===== src/sv/cpra_pkg.sv =====
package cpra_pkg;

    // bitmap word geometry: one bit per page, 32 pages per word
    localparam int WORD_BITS  = 32;
    localparam int OFF_W      = 5;
    localparam int IDX_W      = 13;
    localparam int WIDX_W     = IDX_W - OFF_W;
    localparam int ADDR_W     = 32;
    localparam int PAGE_SHIFT = 12;
    localparam int FIRST_W    = ADDR_W - PAGE_SHIFT;
    localparam int CFG_IDX_W  = 1;

    // configuration register indexes
    localparam logic [CFG_IDX_W-1:0] CFG_BASE  = 1'b0;
    localparam logic [CFG_IDX_W-1:0] CFG_PAGES = 1'b1;

    // request opcodes
    localparam logic OP_ALLOC = 1'b0;
    localparam logic OP_FREE  = 1'b1;

    // register reset values
    localparam logic [ADDR_W-1:0] BASE_RESET  = 32'hC010_0000;
    localparam logic [IDX_W-1:0]  PAGES_RESET = 13'd4096;

    typedef enum logic [2:0] {
        S_CLEAR,
        S_IDLE,
        S_SCAN,
        S_FREE,
        S_MARK_RD,
        S_MARK_WR
    } t_state;

    // result of scanning one bitmap word
    typedef struct packed {
        logic             hit;
        logic [IDX_W-1:0] start;
        logic [IDX_W-1:0] run;
    } t_scan_res;

endpackage


===== src/sv/cpra_scan.sv =====
module cpra_scan (
    input  logic [cpra_pkg::WORD_BITS-1:0] i_word,
    input  logic [cpra_pkg::WIDX_W-1:0]    i_widx,
    input  logic [cpra_pkg::IDX_W-1:0]     i_limit,
    input  logic [cpra_pkg::IDX_W-1:0]     i_count,
    input  logic [cpra_pkg::IDX_W-1:0]     i_run,
    output cpra_pkg::t_scan_res            o_res
);

    localparam int W  = cpra_pkg::WORD_BITS;
    localparam int OW = cpra_pkg::OFF_W;
    localparam int IW = cpra_pkg::IDX_W;

    logic [W-1:0]  used;
    logic [W-1:0]  seen;
    logic [OW-1:0] last [W];
    logic [IW:0]   run  [W];
    logic [W-1:0]  fit;
    logic          any;
    logic [OW-1:0] sel;
    logic [IW:0]   start_w;

    // treat pages past the managed range as used
    always_comb begin
        for (int j = 0; j < W; j++) begin
            used[j] = i_word[j] | ({i_widx, OW'(j)} >= i_limit);
        end
    end

    // find the last used page at or below each bit
    always_comb begin
        for (int j = 0; j < W; j++) begin
            seen[j] = 1'b0;
            last[j] = '0;
            for (int k = 0; k <= j; k++) begin
                if (used[k]) begin
                    seen[j] = 1'b1;
                    last[j] = OW'(k);
                end
            end
        end
    end

    // free-run length ending at each bit, carrying the run from earlier words
    always_comb begin
        for (int j = 0; j < W; j++) begin
            if (seen[j]) begin
                run[j] = (IW+1)'(j) - (IW+1)'(last[j]);
            end else begin
                run[j] = (IW+1)'(i_run) + (IW+1)'(j + 1);
            end
            fit[j] = !used[j] && (run[j] >= {1'b0, i_count});
        end
    end

    // pick the lowest bit where the run reaches the count
    always_comb begin
        any = 1'b0;
        sel = '0;
        for (int j = W - 1; j >= 0; j--) begin
            if (fit[j]) begin
                any = 1'b1;
                sel = OW'(j);
            end
        end
        start_w = {1'b0, i_widx, sel} + (IW+1)'(1) - {1'b0, i_count};
        o_res.hit   = any;
        o_res.start = start_w[IW-1:0];
        o_res.run   = run[W-1][IW-1:0];
    end

endmodule


===== config.mk =====
export PLATFORM = sky130hd
export DESIGN_NAME = cpra_scan
export DESIGN_NICKNAME = d
export VERILOG_FILES = /design/src/sv/cpra_pkg.sv /design/src/sv/cpra_scan.sv
export SDC_FILE = /design/constraint.sdc
export NUM_CORES = 1
export LEC_CHECK = 0
export BUFFER_PORTS_ARGS = -buffer_cell sky130_fd_sc_hd__buf_2
export CAP_MARGIN = 10
export CORE_MARGIN = 5
export CORE_UTILIZATION = 40
export DETAILED_ROUTE_END_ITERATION = 10
export PLACE_DENSITY = 0.64
export SLEW_MARGIN = 25
export SYNTH_ARGS = -nofsm -noshare
export SYNTH_HDL_FRONTEND = slang
export SYNTH_SLANG_ARGS = --single-unit
export TNS_END_PERCENT = 1

===== constraint.sdc =====
create_clock -name vclk -period 15.9
set_input_delay 3.18 -clock vclk [all_inputs]
set_output_delay 3.18 -clock vclk [all_outputs]
set_load 0.05 [all_outputs]

==> results of run 1 <==
[layout make-up]
type	instances	area (um^2)
Antenna cell	3	7.51
Fill cell	5370	28200
Inverter	75	282
Multi-Input combinational cell	2720	19300
Tap cell	672	841
Timing Repair Buffer	211	1330
[stage by stage]
stage | hold WS (ns) | instances
5_1_grt | 6.88 | 3678
3_3_place_gp | 6.87 | 3677
3_5_place_dp | 6.86 | 3677
6_report | 6.86 | 3681
2_1_floorplan | 6.71 | 2939
4_1_cts | 6.86 | 3677
[layer usage]
metal | GRT usage | wire length [um] | up-vias
met2 | 0.551 | 43100 | 1436
met4 | 0.237 | 8840 | 8
met3 | 0.0586 | 10200 | 441
met5 | 0 | 54 | -
met1 | 0.437 | 38700 | 10900
li1 | - | - | 10800
[kinds of logic after synthesis]
family | after synthesis | synth area share
AND/OR/NAND/NOR | 1112 | 0.252
AO/OA/AOI/OAI | 793 | 0.255
adder cells (fa/ha/maj) | 497 | 0.309
XOR/XNOR | 295 | 0.128
buffers and inverters | 219 | 0.0440
multiplexers | 23 | 0.0119
[timing repair]
item | CTS | global route
setup buffers | 0 | 1
setup endpoints to repair | 0 | 2
gates resized for setup | 0 | 5
hold buffers | 0 | 0
[critical path: cells and delay by family]
family	cells	cell delay, ns
AOI/OAI and AO/OA	18	3.68
and+or+nand+nor	12	3.04
buffers and inverters	6	1.03
adders and majority gates	4	1.23
xor gates and xnor gates	1	0.16
[worst paths after layout]
check	endpoint	slack, ns	depth (start not counted)
max	o_res[25]	0.38	41
min	o_res[25]	6.86	4
[power groups by stage]
| stage | logic (W) | registers [W] | clock network (W) |
|---|---|---|---|
| 2_1_floorplan | 0.000447 | 0 | 0 |
| 3_3_place_gp | 0.000672 | 0 | 0 |
| 3_5_place_dp | 0.000673 | 0 | 0 |
| 4_1_cts | 0.000676 | 0 | 0 |
| 5_1_grt | 0.000741 | 0 | 0 |
| 6_report | 0.000697 | 0 | 0.00000000000986 |
[placed cells by master, fill, tap and decap left out, drive strengths merged, types with 26 or more instances in the layout]
| master | instances |
|---|---|
| a21o | 95 |
| nor2 | 458 |
| buf | 211 |
| o21ai | 153 |
| nand2 | 278 |
| a21oi | 259 |
| nand2b | 49 |
| inv | 72 |
| o211ai | 26 |
| and2 | 26 |
| nand3 | 91 |
| xor2 | 104 |
| xnor2 | 191 |
| nor2b | 48 |
| nor3 | 39 |
| ha | 496 |
| a31oi | 43 |
| nand4 | 30 |
| a211oi | 36 |
==> out/qor.yml, run 1 <==
outcome: "finished clean"
grt_overflow_total: 0
critical_path_class: "in2out"
p_clk_frac: 0
syn_avg_cell_area_um2: 6.85
place.detailed.hpwl_mm: 78.3
timing.final.crit_share: 0.976
start_util: 0.403
cp_common_cell: "a21oi_1"
synth_cell_types: 92
drt_iter0_markers: 2657
power_density_mw_per_mm2: 32.0
worstPathArrival_ns: 12.34
routed_wl_mm: 101
rsz0062_at_grt: "no"
grt_max_degree: 38
yosys.area.top_type: "ha_1"
place_area_mm2: 0.0217
cap_viol_max_count: 0
fin_area_mm2: 0.0218
die-area_mm2: 0.0550
slowest_stage: "or4b_1"
switchingPower_w: 0.000469
nets: 3584
dr.pass1.iters: 7
hold_viol: 0
antenna_found_initial: 7
syn_area_mm2: 0.0201
crit_fanout: 11
die_w_um: 234
power.share.sequential: 0
drc: 0
grt_pass1_wl_mm: 145
slew_headroom: 0.179
peakVddDrop_v: 0.0000492
critPathLaunchType: "primary input"
p_leak_nw: 10.4
ys_warn_count: 0
worstMarginPinSlew_ns: 1.23
maxSlewViolCount: 0
register_area_um2: 0
seq_area_frac_synth: 0
syn_to_final_growth_pct: 8.05
synth_common_cells: "ha_1 (496), nor2_1 (456), nand2_1 (277), a21oi_1 (256), xnor2_1 (191)"
die_h_um: 234
critPathMaxStageDelay_ns: 0.53
yosysMostFrequentCell: "ha_1"
vias: 23600
finalWorstSetupSlack_ns: 0.383
synth_area_leaders: "ha_1 (31%), nor2_1 (8.5%), xnor2_1 (8.3%)"
p_int_w: 0.000228
min_path_type: "in2out"
drive_gt1_frac: 0.0948
place_ws_ns: 0.402
sw_frac_of_total: 0.673
ioPinCount: 106
grt_use_total: 0.350
yosysTopAreaCellShare: 0.308
max_freq_mhz: 64.4
min_from: "i_count[12]"
cp.required_ns: 12.72
seq_cells: 0
routabilityCongestion: 1.09
rows: 82
core_mm2: 0.0500
period_needed_ns: 15.52
grt_pass1_vias: 22000
syn_inst: 2939
endpoint_kind: "output port"
combPwrFrac: 1.000
avgViaCountPerCell: 6.41
drtAntennaViolNets: 0
setup-violations-final: 0
routedWlPerCell_um: 27.4
final_util: 0.436
postSynthNetCount: 3515
final.setup.tns_ns: 0
fin_total_pwr_w: 0.000697
clkbuf_count: 0
portBuffers: 106
crit_start: "i_widx[0]"
Power figures use the tool's default switching activity.
==> run 2: changes to the inputs <==
- REMOVE_ABC_BUFFERS: unset -> 1
==> run 2 against run 1 <==
Largest cell class unchanged. First-iteration DRC count up 0.75%. Global-route usage down 0.37 points. Critical path depth down 2. Die area unchanged. Final area down 0.35%.
==> out/qor.yml, run 2 (synthesized netlist as in run 1, its figures left out) <==
ioPinCount: 106  # unchanged
drt_iter0_markers: 2677  # +0.75%
hold_viol: 0  # unchanged
cp.required_ns: 12.72  # about the same
grt_max_degree: 34  # -11%
drtAntennaViolNets: 0  # unchanged
crit_fanout: 15  # +4
routabilityCongestion: 1.10  # +0.85%
dr.pass1.iters: 8  # +1
place_area_mm2: 0.0217  # -0.33%
seq_cells: 0  # unchanged
die_w_um: 234  # unchanged
final.setup.tns_ns: 0  # unchanged
grt_use_total: 0.346  # -0.00375
outcome: "finished clean"
grt_overflow_total: 0  # unchanged
rows: 82  # unchanged
place.detailed.hpwl_mm: 77.1  # -1.6%
grt_pass1_vias: 21600  # -1.6%
die_h_um: 234  # unchanged
layout.cells.non_filler: 3671  # -0.27%
min_path_cells: 4  # unchanged
min_from: "i_count[12]"
rsz0062_at_grt: "no"
setup-violations-final: 0  # unchanged
routed_wl_mm: 99.3  # -1.5%
max_freq_mhz: 65.1  # +1.0%
grt_pass1_wl_mm: 144  # -0.43%
critPathMaxStageDelay_ns: 0.56  # +0.03 ns
drc: 0  # unchanged
avgViaCountPerCell: 6.36  # -0.70%
timing.final.crit_share: 0.966  # -0.00984
register_area_um2: 0  # unchanged
final_common_cell: "ha_1"
fin_area_mm2: 0.0217  # -0.35%
cap_viol_max_count: 0  # unchanged
slowest_stage: "nor3_2"
die-area_mm2: 0.0550  # unchanged
worstMarginPinSlew_ns: 1.16  # -0.0707 ns
core_mm2: 0.0500  # unchanged
clkbuf_count: 0  # unchanged
start_util: 0.403  # unchanged
numPlacedInstances: 3668  # -0.24%
portBuffers: 106  # unchanged
period_needed_ns: 15.36  # -0.156 ns
nets: 3576  # -0.22%
slew_headroom: 0.223  # +0.0443
cp_common_cell: "a21oi_1"
vias: 23400  # -0.97%
endpoint_kind: "output port"
drive_gt1_frac: 0.0931  # -0.00175
final_cell_mix: "ha_1 (495), nor2_1 (456), nand2_1 (277)"
critical_path_class: "in2out"
critPathLaunchType: "primary input"
min_path_type: "in2out"
routedWlPerCell_um: 27.1  # -1.3%
maxSlewViolCount: 0  # unchanged
syn_to_final_growth_pct: 7.67
worstPathArrival_ns: 12.18  # -0.16 ns
hold_end: "o_res[25]"
antenna_found_initial: 4  # -3
-- run 2: critical path: cells and delay by family --
kind | cells | cell delay, ns
adder cells (fa/ha/maj) | 5 | 1.45
buffers and inverters | 3 | 0.68
AND/OR/NAND/NOR | 8 | 1.96
AO/OA/AOI/OAI | 22 | 4.71
XOR/XNOR | 1 | 0.15
-- run 2: routing by layer --
metal  track usage  wire length (um)
met1         0.456             40100
met2         0.519             40400
met3        0.0908             12000
met4         0.180              6820
met5             0                60
-- run 2: timing repair --
item,4_1_cts,5_1_grt
resized for setup,0,3
buffers inserted,0,2
hold buffers,0,0
endpoints found under the setup margin,0,2
hold endpoints to repair,0,0
-- run 2: area by class of cell --
| cell class | instances | area [um^2] |
|---|---|---|
| tap | 672 | 841 |
| antenna | 1 | 2.50 |
| multi-input combinational | 2720 | 19300 |
| inverter | 75 | 282 |
| fill | 5325 | 28300 |
| timing repair buffer | 203 | 1260 |
-- run 2: stage by stage --
stage / setup slack [ns] / hold WS, ns / utilization
after floorplan: -1.42 / 6.54 / -
after global placement: 0.744 / 6.86 / 0.433
after detailed placement: 0.578 / 6.85 / 0.433
after CTS: 0.547 / 6.85 / 0.433
after global routing: 0.0413 / 6.88 / 0.434
final: 0.539 / 6.85 / 0.434
-- run 2: how the worst max path moves through the flow --
stage                            from        end  slack (ns)  cells past startpoint
final                       i_widx[3]  o_res[25]        0.54                     39
after detailed placement    i_widx[5]  o_res[25]        0.58                     40
after floorplan           i_limit[10]  o_res[25]       -1.42                     35
after global routing        i_widx[5]  o_res[25]        0.04                     40
after global placement      i_widx[5]  o_res[25]        0.74                     40
after CTS                   i_widx[5]  o_res[25]        0.55                     40
